==> config.mk <==
export PLATFORM = sky130hd
export DESIGN_NAME = round_robin_address_pool
export DESIGN_NICKNAME = d
export VERILOG_FILES = /design/src/rtl/core/rrap_pkg.sv /design/src/rtl/core/rrap_ram.sv /design/src/rtl/core/rrap_ctrl.sv /design/src/rtl/core/rrap_dp.sv /design/src/rtl/core/round_robin_address_pool.sv
export SDC_FILE = /design/constraint.sdc
export NUM_CORES = 1
export LEC_CHECK = 0
export ABC_AREA = 1
export BUFFER_PORTS_ARGS = -buffer_cell sky130_fd_sc_hd__buf_2
export CORE_MARGIN = 4
export CORE_UTILIZATION = 50
export CTS_CLUSTER_DIAMETER = 30
export DETAILED_ROUTE_END_ITERATION = 7
export PLACE_DENSITY = 0.66
export SYNTH_ARGS = -nofsm -noshare
export SYNTH_HDL_FRONTEND = slang
export SYNTH_HIERARCHICAL = 1
export SYNTH_SLANG_ARGS = --single-unit
==> constraint.sdc <==
create_clock -name clk -period 10.3 [get_ports clk]
set_input_delay 2.06 -clock clk [delete_from_list [all_inputs] [get_ports clk]]
set_output_delay 2.06 -clock clk [all_outputs]
set_load 0.01 [all_outputs]
==> src/rtl/core/rrap_pkg.sv <==
// Package for the round-robin address pool: operation and status codes,
// controller state type and the command/status structs between controller and datapath.
// No dependencies.
package rrap_pkg;

  // Default number of table entries
  localparam int POOL_DEPTH_DEF = 16;

  // Field widths fixed by the interface
  localparam int KIND_W = 2;
  localparam int ADDR_W = 16;
  localparam int STAT_W = 3;

  // Requested operation; any other code means get next
  localparam logic [KIND_W-1:0] KIND_ADD    = 2'd0;
  localparam logic [KIND_W-1:0] KIND_REMOVE = 2'd1;
  localparam logic [KIND_W-1:0] KIND_GET    = 2'd2;

  // Result status codes
  typedef enum logic [STAT_W-1:0] {
    ST_ADDED    = 3'd0,
    ST_PRESENT  = 3'd1,
    ST_FULL     = 3'd2,
    ST_REMOVED  = 3'd3,
    ST_NOTFOUND = 3'd4,
    ST_GOT      = 3'd5,
    ST_EMPTY    = 3'd6
  } status_t;

  // Controller states
  typedef enum logic [2:0] {
    S_IDLE,
    S_SCAN,
    S_SHIFT,
    S_GET,
    S_GET_WAIT,
    S_DONE
  } state_t;

  // Commands from controller to datapath
  typedef struct packed {
    logic    start;        // latch request, rewind the table walk
    logic    walk_step;    // read next entry of the walk
    logic    walk_wr;      // during a walk, write read data one place down
    logic    shift_start;  // restart walk just past the hit entry
    logic    append;       // write key at end, point at it, bump count
    logic    dec_count;    // drop one entry from the count
    logic    get_rd;       // read entry at the wrapped pointer, advance pointer
    logic    get_cap;      // capture read data as returned address
    logic    set_st;       // record status code st
    status_t st;
    logic    load_out;     // move result into the output register
  } ctl_cmd_t;

  // Status from datapath to controller
  typedef struct packed {
    logic in_is_get;  // incoming request is a get
    logic is_add;     // latched request is an add
    logic hit;        // entry under compare matches the key
    logic walk_end;   // walk has covered every valid entry
    logic full;       // table holds POOL_DEPTH entries
    logic empty;      // table holds no entry
    logic out_free;   // output register can take a result
  } dp_sts_t;

endpackage

==> src/rtl/core/rrap_ram.sv <==
// Generic simple dual-port RAM: one write port, one read port with registered data.
// No dependencies.
module rrap_ram #(
  parameter int WIDTH = 16,
  parameter int DEPTH = 16,
  localparam int AW = (DEPTH > 1) ? $clog2(DEPTH) : 1
) (
  input  logic             clk,
  input  logic             wr_en,
  input  logic [AW-1:0]    wr_addr,
  input  logic [WIDTH-1:0] wr_data,
  input  logic             rd_en,
  input  logic [AW-1:0]    rd_addr,
  output logic [WIDTH-1:0] rd_data
);

  logic [WIDTH-1:0] mem [DEPTH];
  logic [WIDTH-1:0] rd_data_r;

  // Write port
  always_ff @(posedge clk) begin
    if (wr_en) begin
      mem[wr_addr] <= wr_data;
    end
  end

  // Registered read port, holds while not enabled
  always_ff @(posedge clk) begin
    if (rd_en) begin
      rd_data_r <= mem[rd_addr];
    end
  end

  assign rd_data = rd_data_r;

endmodule

==> src/rtl/core/rrap_ctrl.sv <==
// Controller FSM for the round-robin address pool: sequences scan, shift and get.
// Depends on rrap_pkg.
module rrap_ctrl (
  input  logic               clk,
  input  logic               rst_n,
  input  logic               in_valid,
  output logic               in_stall,
  input  rrap_pkg::dp_sts_t  sts,
  output rrap_pkg::ctl_cmd_t cmd
);
  import rrap_pkg::*;

  state_t state_r;
  state_t state_nxt;

  // State register
  always_ff @(posedge clk) begin
    if (!rst_n) begin
      state_r <= S_IDLE;
    end else begin
      state_r <= state_nxt;
    end
  end

  // Next state
  always_comb begin
    state_nxt = state_r;
    case (state_r)
      S_IDLE: begin
        if (in_valid) begin
          state_nxt = sts.in_is_get ? S_GET : S_SCAN;
        end
      end
      S_SCAN: begin
        if (sts.hit) begin
          state_nxt = sts.is_add ? S_DONE : S_SHIFT;
        end else if (sts.walk_end) begin
          state_nxt = S_DONE;
        end
      end
      S_SHIFT: begin
        if (sts.walk_end) begin
          state_nxt = S_DONE;
        end
      end
      S_GET: begin
        state_nxt = sts.empty ? S_DONE : S_GET_WAIT;
      end
      S_GET_WAIT: begin
        state_nxt = S_DONE;
      end
      S_DONE: begin
        if (sts.out_free) begin
          state_nxt = S_IDLE;
        end
      end
      default: begin
        state_nxt = S_IDLE;
      end
    endcase
  end

  // Outputs
  always_comb begin
    cmd      = '0;
    cmd.st   = ST_ADDED;
    in_stall = 1'b1;
    case (state_r)
      S_IDLE: begin
        in_stall  = 1'b0;
        cmd.start = in_valid;
      end
      S_SCAN: begin
        if (sts.hit) begin
          if (sts.is_add) begin
            cmd.set_st = 1'b1;
            cmd.st     = ST_PRESENT;
          end else begin
            cmd.shift_start = 1'b1;
          end
        end else if (sts.walk_end) begin
          cmd.set_st = 1'b1;
          if (!sts.is_add) begin
            cmd.st = ST_NOTFOUND;
          end else if (sts.full) begin
            cmd.st = ST_FULL;
          end else begin
            cmd.append = 1'b1;
            cmd.st     = ST_ADDED;
          end
        end else begin
          cmd.walk_step = 1'b1;
        end
      end
      S_SHIFT: begin
        if (sts.walk_end) begin
          cmd.dec_count = 1'b1;
          cmd.set_st    = 1'b1;
          cmd.st        = ST_REMOVED;
        end else begin
          cmd.walk_step = 1'b1;
          cmd.walk_wr   = 1'b1;
        end
      end
      S_GET: begin
        if (sts.empty) begin
          cmd.set_st = 1'b1;
          cmd.st     = ST_EMPTY;
        end else begin
          cmd.get_rd = 1'b1;
        end
      end
      S_GET_WAIT: begin
        cmd.get_cap = 1'b1;
        cmd.set_st  = 1'b1;
        cmd.st      = ST_GOT;
      end
      S_DONE: begin
        cmd.load_out = sts.out_free;
      end
      default: begin
        cmd = '0;
      end
    endcase
  end

endmodule

==> src/rtl/core/rrap_dp.sv <==
// Datapath of the round-robin address pool: entry table RAM, count, pointer,
// table walk and output register. Depends on rrap_pkg and rrap_ram.
module rrap_dp #(
  parameter int POOL_DEPTH = rrap_pkg::POOL_DEPTH_DEF,
  localparam int CNT_W = $clog2(POOL_DEPTH + 1)
) (
  input  logic                        clk,
  input  logic                        rst_n,
  input  logic [rrap_pkg::KIND_W-1:0] in_kind,
  input  logic [rrap_pkg::ADDR_W-1:0] in_address,
  output logic                        out_valid,
  input  logic                        out_stall,
  output logic [rrap_pkg::ADDR_W-1:0] out_address_out,
  output logic [rrap_pkg::STAT_W-1:0] out_status,
  output logic [CNT_W-1:0]            out_entry_count,
  input  rrap_pkg::ctl_cmd_t          cmd,
  output rrap_pkg::dp_sts_t           sts
);
  import rrap_pkg::*;

  localparam int IDX_W = (POOL_DEPTH > 1) ? $clog2(POOL_DEPTH) : 1;

  // Request and table state
  logic [KIND_W-1:0] kind_r;
  logic [ADDR_W-1:0] key_r;
  logic [CNT_W-1:0]  count_r, count_nxt;
  logic [IDX_W-1:0]  ptr_r, ptr_nxt;
  // Table walk: next index to read, and the index whose data sits on rd_data
  logic [CNT_W-1:0]  rd_idx_r, rd_idx_nxt;
  logic              pend_r, pend_nxt;
  logic [IDX_W-1:0]  pend_idx_r, pend_idx_nxt;
  // Result
  logic [ADDR_W-1:0] got_r;
  status_t           st_r;
  logic              out_valid_r, out_valid_nxt;
  logic [ADDR_W-1:0] out_addr_r;
  status_t           out_st_r;
  logic [CNT_W-1:0]  out_cnt_r;

  // RAM ports
  logic              wr_en;
  logic [IDX_W-1:0]  wr_addr;
  logic [ADDR_W-1:0] wr_data;
  logic              rd_en;
  logic [IDX_W-1:0]  rd_addr;
  logic [ADDR_W-1:0] rd_data;

  logic              rd_more;
  logic [IDX_W-1:0]  get_sel;
  logic [CNT_W-1:0]  get_inc;

  rrap_ram #(
    .WIDTH (ADDR_W),
    .DEPTH (POOL_DEPTH)
  ) u_table (
    .clk     (clk),
    .wr_en   (wr_en),
    .wr_addr (wr_addr),
    .wr_data (wr_data),
    .rd_en   (rd_en),
    .rd_addr (rd_addr),
    .rd_data (rd_data)
  );

  // Walk and pointer helpers
  assign rd_more = (rd_idx_r < count_r);
  assign get_sel = (CNT_W'(ptr_r) >= count_r) ? '0 : ptr_r;
  assign get_inc = CNT_W'(get_sel) + CNT_W'(1);

  // RAM access: walk reads or get read; shift write-down or append
  assign rd_en   = (cmd.walk_step && rd_more) || cmd.get_rd;
  assign rd_addr = cmd.get_rd ? get_sel : rd_idx_r[IDX_W-1:0];
  assign wr_en   = (cmd.walk_step && cmd.walk_wr && pend_r) || cmd.append;
  assign wr_addr = cmd.append ? count_r[IDX_W-1:0] : (pend_idx_r - IDX_W'(1));
  assign wr_data = cmd.append ? key_r : rd_data;

  // Next values of control state
  always_comb begin
    count_nxt     = count_r;
    ptr_nxt       = ptr_r;
    rd_idx_nxt    = rd_idx_r;
    pend_nxt      = pend_r;
    pend_idx_nxt  = pend_idx_r;
    out_valid_nxt = out_valid_r;
    if (cmd.start) begin
      rd_idx_nxt = '0;
      pend_nxt   = 1'b0;
    end
    if (cmd.walk_step) begin
      pend_nxt     = rd_more;
      pend_idx_nxt = rd_idx_r[IDX_W-1:0];
      if (rd_more) begin
        rd_idx_nxt = rd_idx_r + CNT_W'(1);
      end
    end
    if (cmd.shift_start) begin
      rd_idx_nxt = CNT_W'(pend_idx_r) + CNT_W'(1);
      pend_nxt   = 1'b0;
    end
    if (cmd.append) begin
      ptr_nxt   = count_r[IDX_W-1:0];
      count_nxt = count_r + CNT_W'(1);
    end
    if (cmd.dec_count) begin
      count_nxt = count_r - CNT_W'(1);
    end
    if (cmd.get_rd) begin
      ptr_nxt = (get_inc >= count_r) ? '0 : get_inc[IDX_W-1:0];
    end
    // Output register: drained on handoff, refilled on load
    if (out_valid_r && !out_stall) begin
      out_valid_nxt = 1'b0;
    end
    if (cmd.load_out) begin
      out_valid_nxt = 1'b1;
    end
  end

  // Control registers
  always_ff @(posedge clk) begin
    if (!rst_n) begin
      count_r     <= '0;
      ptr_r       <= '0;
      rd_idx_r    <= '0;
      pend_r      <= 1'b0;
      out_valid_r <= 1'b0;
    end else begin
      count_r     <= count_nxt;
      ptr_r       <= ptr_nxt;
      rd_idx_r    <= rd_idx_nxt;
      pend_r      <= pend_nxt;
      out_valid_r <= out_valid_nxt;
    end
  end

  // Payload registers
  always_ff @(posedge clk) begin
    pend_idx_r <= pend_idx_nxt;
    if (cmd.start) begin
      kind_r <= in_kind;
      key_r  <= in_address;
      got_r  <= '0;
    end
    if (cmd.get_cap) begin
      got_r <= rd_data;
    end
    if (cmd.set_st) begin
      st_r <= cmd.st;
    end
    if (cmd.load_out) begin
      out_addr_r <= got_r;
      out_st_r   <= st_r;
      out_cnt_r  <= count_r;
    end
  end

  // Status to controller
  always_comb begin
    sts           = '0;
    sts.in_is_get = (in_kind != KIND_ADD) && (in_kind != KIND_REMOVE);
    sts.is_add    = (kind_r == KIND_ADD);
    sts.hit       = pend_r && (rd_data == key_r);
    sts.walk_end  = !pend_r && !rd_more;
    sts.full      = (count_r >= CNT_W'(POOL_DEPTH));
    sts.empty     = (count_r == '0);
    sts.out_free  = !out_valid_r || !out_stall;
  end

  assign out_valid       = out_valid_r;
  assign out_address_out = out_addr_r;
  assign out_status      = out_st_r;
  assign out_entry_count = out_cnt_r;

`ifndef SYNTHESIS
  // Count never exceeds the table size
  a_count_range: assert property (@(posedge clk) disable iff (!rst_n)
    count_r <= CNT_W'(POOL_DEPTH))
    else $error("entry count beyond table size");

  // Data under compare always comes from a valid entry
  a_pend_valid: assert property (@(posedge clk) disable iff (!rst_n)
    pend_r |-> (CNT_W'(pend_idx_r) < count_r))
    else $error("walk read past valid entries");

  // Append only into a table with room
  a_append_room: assert property (@(posedge clk) disable iff (!rst_n)
    cmd.append |=> (count_r == $past(count_r) + CNT_W'(1)) && (count_r != '0))
    else $error("append did not grow the table");

  // A result is never loaded over one still waiting
  a_no_overwrite: assert property (@(posedge clk) disable iff (!rst_n)
    cmd.load_out |-> (!out_valid_r || !out_stall))
    else $error("result overwritten while stalled");
`endif

endmodule

==> src/rtl/core/round_robin_address_pool.sv <==
// Top level of the round-robin address pool: controller plus datapath.
// Depends on rrap_pkg, rrap_ctrl, rrap_dp (and rrap_ram below it).
//
// Keeps up to POOL_DEPTH distinct 16-bit link addresses in a compact table
// with a count and a round-robin pointer, and gives exactly one result
// transaction per request transaction. One request is processed at a time;
// a new one is taken while the previous result still waits in the output
// register. Add and remove walk the table through the RAM's single read
// port, one entry per cycle; a remove that finds its entry then shifts
// every later entry down one place. Get reads the entry at the pointer.
// The table has no reset clearing; only entries below the count are ever read.
module round_robin_address_pool #(
  parameter int POOL_DEPTH = rrap_pkg::POOL_DEPTH_DEF,
  localparam int CNT_W = $clog2(POOL_DEPTH + 1)
) (
  input  logic                        clk,
  input  logic                        rst_n,
  input  logic                        in_valid,
  output logic                        in_stall,
  input  logic [rrap_pkg::KIND_W-1:0] in_kind,
  input  logic [rrap_pkg::ADDR_W-1:0] in_address,
  output logic                        out_valid,
  input  logic                        out_stall,
  output logic [rrap_pkg::ADDR_W-1:0] out_address_out,
  output logic [rrap_pkg::STAT_W-1:0] out_status,
  output logic [CNT_W-1:0]            out_entry_count
);
  import rrap_pkg::*;

  ctl_cmd_t cmd;
  dp_sts_t  sts;

  // Sequencer
  rrap_ctrl u_ctrl (
    .clk      (clk),
    .rst_n    (rst_n),
    .in_valid (in_valid),
    .in_stall (in_stall),
    .sts      (sts),
    .cmd      (cmd)
  );

  // Table, walk and result datapath
  rrap_dp #(
    .POOL_DEPTH (POOL_DEPTH)
  ) u_dp (
    .clk             (clk),
    .rst_n           (rst_n),
    .in_kind         (in_kind),
    .in_address      (in_address),
    .out_valid       (out_valid),
    .out_stall       (out_stall),
    .out_address_out (out_address_out),
    .out_status      (out_status),
    .out_entry_count (out_entry_count),
    .cmd             (cmd),
    .sts             (sts)
  );

endmodule

== Yosys cells after proc, flatten, opt, wreduce, memory -nomap -nowiden ==
Memories as Yosys holds them, arrays and structs flattened. A register that Yosys moved wholly into a read port is not among the register bits.
Index checks and enable logic that the tools add are counted.
Storage, ports and cells
  bits in registers: 84
  bits in writable memories: 256
  input port bits: 22
  output and inout bits: 26
  logic and storage cells: 117
  memories kept: 1
Operators by class
  add/sub/neg operators: 6
  order comparisons: 4
  equality and inequality tests: 9
  multiplexer cells: 57
  bitwise operators: 1
  reductions and logical operators: 25
Memories
  u_dp.u_table.mem: words 16, bits a word 16, rd ports 1, clocked after memory_dff 1, wr ports 1, line rrap_ram.sv:17  | logic [WIDTH-1:0] mem [DEPTH];
Operator list (number)
  $mux W16: 3
  $mux W4: 11
  $mux W5: 6
  $mux W1: 24
  $mux W3: 6
  $pmux W3 S6: 1
  $eq A16 B16 Y1: 1
  $pmux W4 S4: 1
  $reduce_bool A2 Y1: 6
  $add A4 B1 Y5 const B: 2
  $add A5 B1 Y5 const B: 2
  $mux W2: 4
  $logic_and A1 B1 Y1: 7
  $eq A3 B2 Y1 const B: 2
  $eq A3 B3 Y1 const B: 2
  $ge A4 B5 Y1: 1
  $ge A5 B5 Y1: 1
  $ge A5 B5 Y1 const B: 1
  $logic_not A5 Y1: 1
  $lt A5 B5 Y1: 1
  $sub A5 B1 Y5 const B: 1
  $logic_not A1 Y1: 4
  $ne A2 B1 Y1 const B: 2
  $sub A4 B1 Y4 const B: 1
  9 further kinds: 11

== Logic depth before layout (Yosys ltp) ==
  word-level depth: 11
  gate-level depth with buffers: 17
  mapped depth without buffers: 17

== Hierarchy ==
The synthesis kept the hierarchy.
Modules (own cells, without submodules)
  rrap_ram: instances 1, cells an instance 1074, area each 11541.1 um^2, sequential area each 8167.8 um^2
  rrap_dp: instances 1, cells an instance 417, area each 4095.2 um^2, sequential area each 2272.2 um^2
  rrap_ctrl: instances 1, cells an instance 64, area each 370.4 um^2, sequential area each 60.1 um^2

== Worst setup path before layout ==
No wires, ideal clock.
  path kind: in2reg
  from: in out_stall
  to: reg u_dp.out_addr_r[0] (netlist: u_dp/out_address_out[0]) (enable)
  library setup time: 469 ps
  arrival time: 4552 ps
  required time: 9831 ps
  path slack: 5279 ps
  stages: 3
  buffers on the path: 0
  path through: nand2_1 -> inv_1 -> nor4_1
RTL lines
  start, declared: line round_robin_address_pool.sv:23  | input logic out_stall,
  end signal, assigned: line rrap_dp.sv:151  | out_addr_r <= got_r;
  end, declared: line rrap_dp.sv:36  | logic [ADDR_W-1:0] out_addr_r;

== Worst setup path after layout ==
  from: reg u_dp.count_r[1]
  to: reg u_dp.u_table.rd_data_r[0] (netlist: u_dp/u_table/rd_data[0]), read port of u_dp.u_table.mem (data pin)
On the way
  elaborated cells on any way between the ends: 15
  those cells by class: 2 x order compare; 8 x mux; 5 x reduce/logical
RTL lines
  start, declared: line rrap_dp.sv:26  | logic [CNT_W-1:0] count_r, count_nxt;
  start signal, assigned: line rrap_dp.sv:128  | count_r <= count_nxt;
  branches (longest 3 deep; another with $ge A4 B5 Y1)
  $mux W4 *: line rrap_dp.sv:72  | assign rd_addr = cmd.get_rd ? get_sel : rd_idx_r[IDX_W-1:0];
  net u_dp.rd_addr[0]: line rrap_dp.sv:45  | logic [IDX_W-1:0] rd_addr;
  end, declared: line rrap_ram.sv:18  | logic [WIDTH-1:0] rd_data_r;
Mark *: on every way through the listed nets, which the timed path passes.
A chain may end at the register's enable or synchronous reset.

==> run metrics <==
clock sinks roughly 360; DP Worst Slack slightly below 6 ns; Std-Cell Rows 65; GP Congestion roughly 0.86; Worst Path Class, Setup flop to flop; status finished, final reports clean; Async SR Flop Fraction 0; Layout area overhead 19.1%; core area 31,600 um^2; Setup-failing EPs final 0; Core Util, Final 0.604; Area contributors post-synth edfxtp_1, nand2_1, nand3_1; Mapped Cells about 1,600; initial core utilization 0.507; Die Y-Extent 187 um; Leakage roughly 8.1 nW; flops & latches, synth ~360; H-tree depth 3; main flop type after synthesis edfxtp_1; Max stage delay cell, worst path clkinv_2; Arrival @ worst endpoint 5.00 ns; # hold bufs at CTS 0; Critical Path Max Stage Delay 0.79 ns; PnR worst setup slack 5.71 ns; number of synthesized flops with an enable pin 337; period utilisation layout 0.445; 1st-iter DRT viols 1,084; worst min path class flop to flop; TNS Setup 0 ns; fin nets between 1,500 and 2,000; Startpoint Class flop; CP max FO between 70 and 80; Post-CTS Resized 0; Setup Buffers After CTS 0; Slew Viols, Final 0; Critical Path Sink Type flop; Routed WL per cell just under 20 um; initial antenna violation count 0; share of cells above drive strength 1 0.145; hold path depth 0; measured slew at the worst slew-check pin 1.23 ns; Detail Route Antenna Nets 0; Worst EP required about 11 ns; via count approximately 11,000; DRC 0; clk_lat worst skew 0.57 ns; net count after synthesis about 1,600; die width roughly 190 um; Num CTS Buffers between 60 and 70; Tmin final around 4.6 ns; R2R cell count 15; die area ~35,000 um^2; clk buf depth 3; MaxCap Viol Count 0; GRT Overall Usage 0.233; CTS tree built; Synth area leader edfxtp_1; critical path, cell by cell inv_1 -> ha_1 -> nand2_1 -> inv_1 -> nand3_2 -> nand4_1 -> o21ai_4 -> buf_4 -> clkinv_2 -> buf_4 -> nand2_1 -> nand3_1 -> nand3_1 -> nand3_1 -> nand2_1; most common cell after layout, fill and taps aside nand2_1; Clk pin slew, worst setup/hold paths around 0.050 ns; drt first pass iters 5; number of vias per cell between 5 and 6; Clock Skew ~0.029 ns; GRT Residual Overflow 0; Unique masters post-synth 45; Final HPWL DP between 20,000 and 30,000 um; vias in the first global route 11,047; DRT Wirelength about 40,000 um; Pwr per Cell Area 281 nW/um^2; synthesized cell area 16,000 um^2; sequential cell area fraction in the yosys report 0.656; RSZ-0062 raised after global routing false; ant diodes 0; most frequent cells in the layout nand2_1, edfxtp_1, inv_1; CTS root buffer clkbuf_16; pin count of the biggest net entering global routing just under 80; peak supply drop ~0.17 mV; number of hold violations in the final report 0; I/O Buffers 47; Final Hold Slack 0.416 ns; max_slew headroom 0.179; synthesized area per cell 10.3 um^2; first-pass GRT wire length 63,200 um; Ports 48; Warnings, synthesis 6; Peak Freq around 0.22 GHz; Synth top area share 0.632
[logic make-up (layout without fill, tap and decap cells)]
family / after synthesis / in the layout / synth area share
adder cells (fa/ha/maj): 21 / 21 / 0.0169
XOR/XNOR: 12 / 12 / 0.00657
flip-flops: 356 / 356 / 0.656
AND/OR/NAND/NOR: 748 / 748 / 0.204
AO/OA/AOI/OAI: 75 / 75 / 0.0282
buffers and inverters: 343 / 468 / 0.0879
[sequential cells by signal, indices dropped and copies added, names as in the netlist, 4 cells and up]
register              cells
u_dp/key_r               16
u_dp/out_entry_count      5
u_dp/rd_idx_r             5
u_dp/ptr_r                4
u_dp/pend_idx_r           4
u_dp/got_r               16
u_dp/u_table/rd_data     16
u_dp/count_r              5
u_dp/u_table/mem        256
u_dp/out_address_out     16
[Yosys cell counts, types with 4 or more instances]
| cell type | number |
|---|---|
| nor4_1 | 4 |
| clkbuf_1 | 18 |
| nand3_1 | 214 |
| buf_4 | 18 |
| a21oi_1 | 20 |
| dfxtp_1 | 19 |
| nand2_2 | 4 |
| inv_1 | 271 |
| nand4_1 | 6 |
| ha_1 | 20 |
| a21oi_2 | 6 |
| buf_2 | 22 |
| nor2_1 | 41 |
| inv_2 | 8 |
| edfxtp_1 | 337 |
| o22ai_1 | 4 |
| nand3_2 | 5 |
| nand2_1 | 450 |
| nor2_2 | 4 |
| o21ai_0 | 32 |
| xor2_1 | 11 |
[report_power, final]
part	leakage [nW]	switching, W	internal (W)
Clock	1.19	0.000756	0.00160
Combinational	3.69	0.000792	0.000268
Sequential	3.22	0.0000834	0.00186
Total	8.09	0.00163	0.00373
[critical path, delay by kind of cell (launching register included)]
| kind | cells | cell delay (ns) |
|---|---|---|
| and+or+nand+nor | 8 | 1.17 |
| buffers and inverters | 5 | 2.23 |
| DFF | 1 | 0.44 |
| adders and majority gates | 1 | 0.32 |
| AOI/OAI and AO/OA | 1 | 0.21 |
[worst paths after layout]
check,slack (ns),from,to
setup reg to reg,5.71,u_dp/count_r[1],u_dp/u_table/rd_data[0]
hold reg to reg,0.42,u_dp/got_r[8],u_dp/out_address_out[8]
setup / recovery,5.71,u_dp/count_r[1],u_dp/u_table/rd_data[0]
hold / removal,0.42,u_dp/got_r[8],u_dp/out_address_out[8]
[final cells by class]
| class | count | area, um^2 |
|---|---|---|
| fill | 2561 | 12500 |
| multi-input combinational | 856 | 4180 |
| clock inverter | 48 | 708 |
| tap | 402 | 503 |
| inverter | 281 | 1060 |
| timing repair buffer | 65 | 370 |
| sequential | 356 | 10500 |
| clock buffer | 74 | 1760 |
[metrics by stage]
stage	std cells	area, um^2	total power [W]
global placement	1960	16600	0.00298
global route	2082	19100	0.00558
CTS	2082	19100	0.00538
finish	2082	19100	0.00536
detailed placement	1960	16600	0.00301
floorplan	1555	16000	0.00265
[layer usage]
metal,global-route usage,part of all wire,vias to the layer above,wire (um)
met5,0,0,-,0
met4,0.118,0.057,0,2330
met3,0.0521,0.077,123,3150
met2,0.373,0.46,484,19000
met1,0.302,0.40,5384,16400
li1,-,-,5250,-
No activity file was read; power rests on OpenSTA's default activity.
